### src/rtl/polyline_step_resampler_defines.svh
// Assertion macros for the polyline step resampler.
// Used by the top level; expects clk and arst_n in scope.
`ifndef POLYLINE_STEP_RESAMPLER_DEFINES_SVH
`define POLYLINE_STEP_RESAMPLER_DEFINES_SVH

// same-cycle implication, off during reset
`define PSR_ASSERT_NOW(name, ante, cons) \
	name: assert property (@(posedge clk) disable iff (!arst_n) (ante) |-> (cons)) \
		else $error("%m: check failed");

// next-cycle implication, off during reset
`define PSR_ASSERT_NEXT(name, ante, cons) \
	name: assert property (@(posedge clk) disable iff (!arst_n) (ante) |=> (cons)) \
		else $error("%m: check failed");

`endif

### src/rtl/psr_pkg.sv
// Shared types, constants and states for the polyline step resampler.
// No dependencies.
package psr_pkg;

	localparam int FRAC_BITS           = 16;
	localparam int MAX_PER_SEGMENT_DEF = 63;
	localparam int ADDR_W              = 3;
	localparam int STEP_W              = 31;
	localparam int THR_W               = 16;

	localparam logic [STEP_W-1:0] STEP_RESET = STEP_W'(1) << FRAC_BITS;
	localparam logic [THR_W-1:0]  THR_RESET  = THR_W'(1);

	// register index, taken from paddr[2]
	localparam logic REG_STEP_LENGTH   = 1'b0;
	localparam logic REG_DUP_THRESHOLD = 1'b1;

	// one vertex request as handed from front to back
	typedef struct packed {
		logic [31:0] x;
		logic [31:0] y;
		logic [31:0] px;
		logic [31:0] py;
		logic        fin;
		logic        first;
	} vtx_t;

	// one result request
	typedef struct packed {
		logic [31:0] x;
		logic [31:0] y;
		logic        run_end;
		logic        trunc;
	} res_t;

	typedef struct packed {
		logic        start;
		logic [32:0] num_hi;
		logic [32:0] num_lo;
		logic [32:0] den;
	} div_req_t;

	typedef struct packed {
		logic        busy;
		logic        done;
		logic [32:0] quot;
		logic [32:0] rem;
	} div_rsp_t;

	typedef struct packed {
		logic        start;
		logic [65:0] rad;
	} sqrt_req_t;

	typedef struct packed {
		logic        busy;
		logic        done;
		logic [32:0] root;
	} sqrt_rsp_t;

	typedef enum logic [4:0] {
		ST_IDLE, ST_FIRST, ST_SQX, ST_SQY, ST_SUM, ST_SQRT, ST_CMP, ST_DIVN,
		ST_MULX, ST_DXS, ST_DIVX, ST_MULY, ST_DYS, ST_DIVY, ST_EMIT,
		ST_FX, ST_FY, ST_FT, ST_FC, ST_FLUSH
	} back_state_t;

endpackage

### src/rtl/psr_back.sv
// Back end: segment length, step count and interpolated points, one
// vertex at a time, with a hold register that settles run_end.
// Depends on psr_pkg; drives the square root and divider units.
module psr_back #(
	parameter int MAX_PER_SEGMENT = psr_pkg::MAX_PER_SEGMENT_DEF
) (
	input  logic                      clk,
	input  logic                      arst_n,
	input  logic [psr_pkg::STEP_W-1:0] step_length,
	input  logic [psr_pkg::THR_W-1:0]  dup_threshold,
	input  logic                      q_empty,
	input  psr_pkg::vtx_t             q_dout,
	output logic                      q_pop,
	output psr_pkg::sqrt_req_t        sqrt_req,
	input  psr_pkg::sqrt_rsp_t        sqrt_rsp,
	output psr_pkg::div_req_t         div_req,
	input  psr_pkg::div_rsp_t         div_rsp,
	output logic                      out_push,
	output psr_pkg::res_t             out_din,
	input  logic                      out_full
);
	import psr_pkg::*;

	localparam int CW = $clog2(MAX_PER_SEGMENT + 1);

	back_state_t state_q, state_d;

	vtx_t        cur_q;
	logic [64:0] mul_q;
	logic [65:0] acc_q;
	logic [32:0] len_q, pos_q, posn_q, p_q;
	logic [CW-1:0] cnt_q, lim_q;
	logic        trunc_q;
	logic [31:0] qx_q, qy_q;
	logic [31:0] last_x_q, last_y_q;
	res_t        hold_q;
	logic        hold_v_q;

	logic [STEP_W-1:0] step_eff;
	logic [32:0] dx, dy, ex, ey;
	logic [31:0] adx, ady, aex, aey;
	logic [32:0] mul_a;
	logic [31:0] mul_b;
	logic        mul_en;
	logic        emit_req, emit_ok;
	logic [31:0] emit_x, emit_y;
	logic        emit_tr;
	logic [33:0] n_cnt;
	logic        n_over;
	logic        seg_last;
	logic [31:0] pt_x, pt_y;

	assign step_eff = (step_length == '0) ? STEP_W'(1) : step_length;

	// differences and magnitudes
	assign dx  = {cur_q.x[31], cur_q.x} - {cur_q.px[31], cur_q.px};
	assign dy  = {cur_q.y[31], cur_q.y} - {cur_q.py[31], cur_q.py};
	assign ex  = {cur_q.x[31], cur_q.x} - {last_x_q[31], last_x_q};
	assign ey  = {cur_q.y[31], cur_q.y} - {last_y_q[31], last_y_q};
	assign adx = dx[32] ? 32'(-dx) : dx[31:0];
	assign ady = dy[32] ? 32'(-dy) : dy[31:0];
	assign aex = ex[32] ? 32'(-ex) : ex[31:0];
	assign aey = ey[32] ? 32'(-ey) : ey[31:0];

	// step count from the divider: ceil of the remaining length
	assign n_cnt    = {1'b0, div_rsp.quot} + {33'd0, (div_rsp.rem != '0)};
	assign n_over   = (n_cnt > 34'(MAX_PER_SEGMENT));
	assign seg_last = ((cnt_q + 1'b1) == lim_q);

	// interpolated point, rounded toward the segment start
	assign pt_x = dx[32] ? cur_q.px - qx_q : cur_q.px + qx_q;
	assign pt_y = dy[32] ? cur_q.py - qy_q : cur_q.py + qy_q;

	assign emit_ok = !hold_v_q || !out_full;

	// next state
	always_comb begin
		state_d = state_q;
		case (state_q)
			ST_IDLE:  if (!q_empty) state_d = q_dout.first ? ST_FIRST : ST_SQX;
			ST_FIRST: if (emit_ok) state_d = ST_FLUSH;
			ST_SQX:   state_d = ST_SQY;
			ST_SQY:   state_d = ST_SUM;
			ST_SUM:   state_d = ST_SQRT;
			ST_SQRT:  if (sqrt_rsp.done) state_d = ST_CMP;
			ST_CMP: begin
				if (pos_q >= len_q)
					state_d = cur_q.fin ? ST_FX : ST_FLUSH;
				else
					state_d = ST_DIVN;
			end
			ST_DIVN:  if (div_rsp.done) state_d = ST_MULX;
			ST_MULX:  state_d = ST_DXS;
			ST_DXS:   state_d = ST_DIVX;
			ST_DIVX:  if (div_rsp.done) state_d = ST_MULY;
			ST_MULY:  state_d = ST_DYS;
			ST_DYS:   state_d = ST_DIVY;
			ST_DIVY:  if (div_rsp.done) state_d = ST_EMIT;
			ST_EMIT: begin
				if (emit_ok)
					state_d = !seg_last ? ST_MULX : (cur_q.fin ? ST_FX : ST_FLUSH);
			end
			ST_FX:    state_d = ST_FY;
			ST_FY:    state_d = ST_FT;
			ST_FT:    state_d = ST_FC;
			ST_FC: begin
				if (acc_q < {1'b0, mul_q})
					state_d = ST_FLUSH;
				else if (emit_ok)
					state_d = ST_FLUSH;
			end
			ST_FLUSH: if (!hold_v_q || !out_full) state_d = ST_IDLE;
			default:  state_d = ST_IDLE;
		endcase
	end

	// outputs of each state
	always_comb begin
		q_pop          = 1'b0;
		mul_en         = 1'b0;
		mul_a          = '0;
		mul_b          = '0;
		sqrt_req.start = 1'b0;
		sqrt_req.rad   = acc_q + {1'b0, mul_q};
		div_req.start  = 1'b0;
		div_req.num_hi = {1'b0, mul_q[64:33]};
		div_req.num_lo = mul_q[32:0];
		div_req.den    = len_q;
		emit_req       = 1'b0;
		emit_x         = cur_q.x;
		emit_y         = cur_q.y;
		emit_tr        = 1'b0;
		case (state_q)
			ST_IDLE:  q_pop = !q_empty;
			ST_FIRST: emit_req = 1'b1;
			ST_SQX: begin
				mul_en = 1'b1;
				mul_a  = {1'b0, adx};
				mul_b  = adx;
			end
			ST_SQY: begin
				mul_en = 1'b1;
				mul_a  = {1'b0, ady};
				mul_b  = ady;
			end
			ST_SUM:   sqrt_req.start = 1'b1;
			ST_CMP: begin
				div_req.start  = (pos_q < len_q);
				div_req.num_hi = '0;
				div_req.num_lo = len_q - pos_q;
				div_req.den    = {2'b00, step_eff};
			end
			ST_MULX: begin
				mul_en = 1'b1;
				mul_a  = p_q;
				mul_b  = adx;
			end
			ST_DXS:   div_req.start = 1'b1;
			ST_MULY: begin
				mul_en = 1'b1;
				mul_a  = p_q;
				mul_b  = ady;
			end
			ST_DYS:   div_req.start = 1'b1;
			ST_EMIT: begin
				emit_req = 1'b1;
				emit_x   = pt_x;
				emit_y   = pt_y;
				emit_tr  = trunc_q;
			end
			ST_FX: begin
				mul_en = 1'b1;
				mul_a  = {1'b0, aex};
				mul_b  = aex;
			end
			ST_FY: begin
				mul_en = 1'b1;
				mul_a  = {1'b0, aey};
				mul_b  = aey;
			end
			ST_FT: begin
				mul_en = 1'b1;
				mul_a  = {17'd0, dup_threshold};
				mul_b  = {16'd0, dup_threshold};
			end
			ST_FC:    emit_req = (acc_q >= {1'b0, mul_q});
			default: ;
		endcase
	end

	// hold register: a result goes out once the next one or the end is known
	always_comb begin
		out_push = 1'b0;
		out_din  = hold_q;
		if (state_q == ST_FLUSH) begin
			out_push        = hold_v_q && !out_full;
			out_din.run_end = 1'b1;
		end else if (emit_req && emit_ok) begin
			out_push        = hold_v_q;
			out_din.run_end = 1'b0;
		end
	end

	// control state
	always_ff @(posedge clk or negedge arst_n) begin
		if (!arst_n) begin
			state_q  <= ST_IDLE;
			hold_v_q <= 1'b0;
			pos_q    <= '0;
			last_x_q <= '0;
			last_y_q <= '0;
		end else begin
			state_q <= state_d;
			if (emit_req && emit_ok) begin
				hold_v_q <= 1'b1;
				last_x_q <= emit_x;
				last_y_q <= emit_y;
			end else if (state_q == ST_FLUSH && !out_full) begin
				hold_v_q <= 1'b0;
			end
			// path position carried between segments
			case (state_q)
				ST_FIRST: if (emit_ok) pos_q <= {2'b00, step_eff};
				ST_CMP:   if (pos_q >= len_q) pos_q <= pos_q - len_q;
				ST_EMIT:  if (emit_ok && seg_last) pos_q <= posn_q;
				default: ;
			endcase
		end
	end

	// datapath
	always_ff @(posedge clk) begin
		if (q_pop)
			cur_q <= q_dout;
		if (mul_en)
			mul_q <= 65'(mul_a) * 65'(mul_b);
		if (emit_req && emit_ok) begin
			hold_q.x     <= emit_x;
			hold_q.y     <= emit_y;
			hold_q.trunc <= emit_tr;
		end
		hold_q.run_end <= 1'b0;
		case (state_q)
			ST_SQY:  acc_q <= {1'b0, mul_q};
			ST_FY:   acc_q <= {1'b0, mul_q};
			ST_FT:   acc_q <= acc_q + {1'b0, mul_q};
			ST_SQRT: if (sqrt_rsp.done) len_q <= sqrt_rsp.root;
			ST_CMP: begin
				p_q   <= pos_q;
				cnt_q <= '0;
			end
			ST_DIVN: begin
				if (div_rsp.done) begin
					trunc_q <= n_over;
					lim_q   <= n_over ? CW'(MAX_PER_SEGMENT) : n_cnt[CW-1:0];
					posn_q  <= (div_rsp.rem == '0) ? 33'd0
						: {2'b00, step_eff} - div_rsp.rem;
				end
			end
			ST_DIVX: if (div_rsp.done) qx_q <= div_rsp.quot[31:0];
			ST_DIVY: if (div_rsp.done) qy_q <= div_rsp.quot[31:0];
			ST_EMIT: begin
				if (emit_ok) begin
					cnt_q <= cnt_q + 1'b1;
					p_q   <= p_q + {2'b00, step_eff};
				end
			end
			default: ;
		endcase
	end

endmodule

### config.mk
export PLATFORM = sky130hd
export DESIGN_NAME = psr_back
export DESIGN_NICKNAME = d
export VERILOG_FILES = /design/src/rtl/polyline_step_resampler_defines.svh /design/src/rtl/psr_pkg.sv /design/src/rtl/psr_back.sv
export SDC_FILE = /design/constraint.sdc
export NUM_CORES = 2
export LEC_CHECK = 0
export BUFFER_PORTS_ARGS = -buffer_cell sky130_fd_sc_hd__buf_4
export CORE_ASPECT_RATIO = 0.5
export CORE_MARGIN = 2
export CORE_UTILIZATION = 35
export CTS_BUF_LIST = sky130_fd_sc_hd__clkbuf_8 sky130_fd_sc_hd__clkbuf_16
export CTS_CLUSTER_SIZE = 28
export DETAILED_ROUTE_END_ITERATION = 8
export PLACE_DENSITY_LB_ADDON = 0.1
export SETUP_SLACK_MARGIN = 0.1
export SLEW_MARGIN = 0
export SYNTH_ARGS = -nofsm -noshare
export SYNTH_HDL_FRONTEND = slang
export SYNTH_SLANG_ARGS = --single-unit
### constraint.sdc
create_clock -name clk -period 16.3 [get_ports clk]
set_input_delay 1.63 -clock clk [delete_from_list [all_inputs] [get_ports clk]]
set_output_delay 1.63 -clock clk [all_outputs]
set_load 0.01 [all_outputs]
---- Yosys cells after proc, flatten, opt, wreduce, memory -nomap -nowiden ----
Index checks and enable logic that the tools add are counted.
storage, ports and cells
  bits in latches ......................... 0
  output and inout bits ................... 235
  memories kept ........................... 0
  logic and storage cells ................. 153
  input port bits ......................... 284
  bits in read-only memories .............. 0
  register bits ........................... 604
  RAM bits ................................ 0
operators by class
  mux-type cells .......................... 45
  div/mod/pow operators ................... 0
  multiply operators ...................... 1
  shifts and indexed selects .............. 0
  bitwise operators ....................... 0
  order comparisons ....................... 5
  $add $sub $neg .......................... 19
  equality and inequality tests ........... 30
  reduce and logical (&&, ||, !) cells .... 30
operators by type and width
  cell                                                                    count
  32-bit 2-to-1 mux                                                       8
  33-bit case mux with 6 select lines                                     1
  32-bit case mux with 5 select lines                                     1
  33-bit 2-to-1 mux                                                       4
  66-bit case mux with 2 select lines                                     1
  32-bit by 32-bit subtractor with 33-bit output                          4
  32-bit negation                                                         4
  5-bit case mux with 20 select lines                                     1
  33-bit case mux with 3 select lines                                     1
  98-bit 2-to-1 mux                                                       1
  66-bit by 65-bit adder with 66-bit output                               1
  66-bit by 65-bit >= comparator with 1-bit output                        1
  66-bit by 65-bit less-than comparator with 1-bit output                 1
  33-bit case mux with 2 select lines                                     1
  33-bit subtractor                                                       2
  33-bit by 32-bit multiplier with 65-bit output                          1
  32-bit adder                                                            2
  32-bit subtractor                                                       2
  5-bit 2-to-1 mux                                                        12
  5-bit by 4-bit == test with 1-bit output (second input constant)        8
  33-bit by 1-bit adder with 34-bit output                                1
  34-bit by 6-bit > comparator with 1-bit output (second input constant)  1
  33-bit by 31-bit adder with 33-bit output                               1
  33-bit >= comparator                                                    1
  other kinds (29)                                                        69

---- Longest topological paths before layout ----
  depth in word-level cells ............... 6
  mapped depth ............................ 51
  gate-level depth less buffers ........... 47

---- Worst setup path before layout ----
No wires, ideal clock.
  kind .................................... input to output
  from .................................... input port q_empty
  to ...................................... output port q_pop
  data required time ...................... 14.670 ns
  stages on the path ...................... 1
  arrival ................................. 14.417 ns
  buffers on the path ..................... 0
  setup slack ............................. 0.253 ns
  path through ............................ nor4_1
between the ends
  cells in the longest elaborated chain, start to end .. 2
RTL lines
  element             RTL line         RTL
  start: declaration  psr_back.sv:11   input logic q_empty,
  1-bit logical NOT   psr_back.sv:134  ST_IDLE: q_pop = !q_empty;
  1-bit 2-to-1 mux    psr_back.sv:133  case (state_q)
  end: declaration    psr_back.sv:13   output logic q_pop,
No other way between the ends.

---- Worst setup path in the final report ----
  from .................................... register cur_q[66] in the netlist's numbering
  to ...................................... register mul_q[61], data pin
between the ends
  cells in the longest elaborated chain, start to end .. 5
  elaborated cells between the ends (all ways) .. 9
  those cells by class .................... 4 x add/sub; 1 x mul; 4 x mux
RTL lines
  element                                                                                            RTL line                        RTL
  start: declaration                                                                                 psr_back.sv:28                  vtx_t cur_q;
  start signal: assignment                                                                           psr_back.sv:234                 cur_q <= q_dout;
  32-bit by 32-bit subtractor with 33-bit output, on equally long branches                           psr_back.sv:59, psr_back.sv:57
  32-bit negation, on equally long branches                                                          psr_back.sv:63, psr_back.sv:61
  32-bit 2-to-1 mux, on equally long branches                                                        psr_back.sv:63, psr_back.sv:61
  33-bit case mux with 6 select lines / 32-bit case mux with 5 select lines (equally long branches)  psr_back.sv:133
  33-bit by 32-bit multiplier with 65-bit output *                                                   psr_back.sv:236                 mul_q <= 65'(mul_a) * 65'(mul_b);
  end signal: assignment                                                                             psr_back.sv:236
  end: declaration                                                                                   psr_back.sv:29                  logic [64:0] mul_q;
Mark *: on every way between the ends. The rest lies on a longest branch, timed or not.
A chain may end at the register's enable or synchronous reset.

==> flow_metrics.py <==
metrics = {
    "yosys": {
        "synth_edf_count": 501,
        "yosys.area.top_type": "fa_1",
        "ys_seq_elements": 604,
        "syn_area_per_cell_um2": 8.66,
        "synth.most_common_cell": "inv_1",
        "syn-num-nets": 11800,
        "syn-cell-area_um2": 85200,
        "yosysTopAreaCellShare_pct": 22.0,
        "post_synth_inst_count": 9839,
        "yosys-top-cells-count": "inv_1, nand2_1, fa_1",
        "asyncSetResetFlopFracSynth_pct": 17.1,
        "ys_types": 102,
        "yosysSeqAreaShare_pct": 20.7,
        "synth_flop_cell": "edfxtp_1",
        "ys_warn_count": 0,
        "synthTopCellsByArea": "fa_1, edfxtp_1, ha_1, inv_1, nand2_1",
    },
    "route": {
        "wirelength_mm": 351,
        "vias_per_cell": 5.48,
        "dr.pass1.iters": 8,
        "drt_iter0_drc": 7239,
        "postRouteAntennaNets": 0,
        "drc": 0,
        "via_count": 73300,
        "post_drt_wl_per_cell_um": 26.2,
    },
    "clock_tree": {
        "clock_sinks": 604,
        "clock_latency_ns": 0.72,
        "ctsHoldBuffers": 0,
        "clk_transition_reported_paths_ns": 0.07,
        "cts_root_buf": "clkbuf_16",
        "cts_tree": "built",
        "clockBufferDepth": 3,
        "ctsResizeCount": 0,
        "post_cts_buffers": 0,
        "numCtsBuffers": 68,
        "htreeDepth": 3,
    },
    "grt": {
        "antenna_found_initial": 14,
        "grt_pass1_vias": 71100,
        "grt_use_total_pct": 27.7,
        "grt_max_degree": 150,
        "grt_pass1_wl_mm": 505,
        "grt_overflow": 0,
    },
    "floorplanning": {
        "dieArea_um2": 248000,
        "row_count": 127,
        "die_w_um": 702,
        "io_pins": 519,
        "core_area_um2": 241000,
        "die_y_um": 353,
        "start_util_pct": 35.4,
    },
    "setup_path": {
        "arrival_ns": 14.62,
        "critPathRequiredTime_ns": 16.73,
        "cpPeakStageDelay_ns": 0.93,
        "cp_top_family": "adder cells",
        "path_buf_inv": 8,
        "cp_slowest_cell": "or3b_1",
        "endpoint_kind": "register",
        "worstReg2RegStart": "cur_q[66]",
        "crit_type": "reg2reg",
        "path_max_fanout": 21,
        "startpoint": "cur_q[66]",
        "start_kind": "register",
        "path_common_cell": "fa_1",
    },
    "placement": {
        "pre_cts_ws_ns": 2.28,
        "portBuffers": 515,
        "dp_hpwl_mm": 277,
        "gp_congestion": 0.962,
    },
    "timing": {
        "setup_tns_ns": 0,
        "slew_headroom_pct": 5.97,
        "rsz0062_at_grt": "no",
        "report.final.hold_viol_count": 0,
        "fin_crit_sh_pct": 87.1,
        "slew_viol_final": 0,
        "fin_crit_ns": 14.19,
        "setup_viol": 0,
        "tightestPinTransition_ns": 1.41,
        "clock_skew_ns": 0.0628,
        "postLayoutSetupSlackWorst_ns": 2.11,
        "max_freq_mhz": 70.5,
    },
    "flow_run": {
        "maxCapViolCount": 0,
    },
    "cells_and_area": {
        "final_net_count": 12000,
        "syn2layout_area_growth_pct": 11.5,
        "drive_above_1_share_pct": 9.37,
    },
    "worst_hold_path": {
        "hp-start": "last_y_q[2]",
        "hp-class": "reg2reg",
    },
    "run_status": {
        "status": "complete, no violations",
    },
}
==> metal layers <==
layer | track usage [%] | vias up | wire (um)
met4 | 6.26 | 2 | 8770
met1 | 42.3 | 36700 | 168000
met5 | 0 | - | 13
met3 | 6.03 | 332 | 31300
li1 | - | 33400 | -
met2 | 39.7 | 2863 | 143000
==> cell type report <==
class                   instances  area, um2
multi-input cells            7272      60500
clock buffers                  71       1780
clock inverters                53        533
diodes                          1       2.50
well taps                    3225       4040
inverters                    1501       5640
fillers                     24700     146000
flip-flops and latches        604      17600
repair buffers                649       4880
==> registers in the layout, summed over array words and instances (netlist names), 33 cells and up <==
register,cells
cur_q,129
acc_q,66
mul_q,65
out_din,65
len_q,33
p_q,33
pos_q,33
posn_q,33
==> cells by family (layout without fill, tap and decap cells) <==
logic type,after synthesis,in the layout,share of synthesized area (%)
compound gates,2064,2064,15.5
mux,78,78,1.00
simple gates,2956,2956,16.2
flops,604,604,20.7
other cells,1,2,0.00440
buf+inv,1963,2274,8.69
xor+xnor,516,516,5.31
fa+ha+maj,1657,1657,32.6
==> worst paths after layout <==
check / to / slack, ns / depth (start not counted)
min in group asynchronous: last_x_q[24] / 0.97 / 1
max in group asynchronous: last_y_q[11] / 13.90 / 2
min reg2reg: last_y_q[2] / 0.50 / 1
max reg2reg: mul_q[61] / 2.11 / 42
min: last_y_q[2] / 0.50 / 1
max: mul_q[61] / 2.11 / 42
==> stage by stage <==
stage	hold WS (ns)	cell area, um2	instances	util, %
floorplan	0.477	85200	9839	-
global placement	0.492	92600	13300	38.5
detailed placement	0.495	92600	13300	38.5
CTS	0.508	94900	13400	39.4
global route	0.520	94900	13400	39.4
finish	0.505	94900	13400	39.4
==> cells in the final DEF, fill, tap and decap left out, types with 30 or more instances in the layout <==
cell type and count:
o21bai_1 76, o21ai_0 553, ha_1 720, inv_1 1507, mux2_2 53, a31oi_1 52, and2_1 226, or3_1 62
a211oi_1 45, or2_2 36, a21o_1 192, o21a_1 83, nand3_1 134, xor2_1 207, o31ai_1 52, nor2b_1 75
nor4_1 52, nand2_1 1158, a221oi_1 37, dfrtp_1 103, nor3_1 146, a222oi_1 30, xnor2_1 309, nand2b_1 88
nand4_1 77, o211ai_1 46, edfxtp_1 501, buf_4 648, fa_1 937, a21oi_1 554, clkbuf_16 71, and3_1 62
nor2_1 674
Power is not shown: default switching activity piles up to over one toggle a cycle in this logic, so the estimate is an artifact.
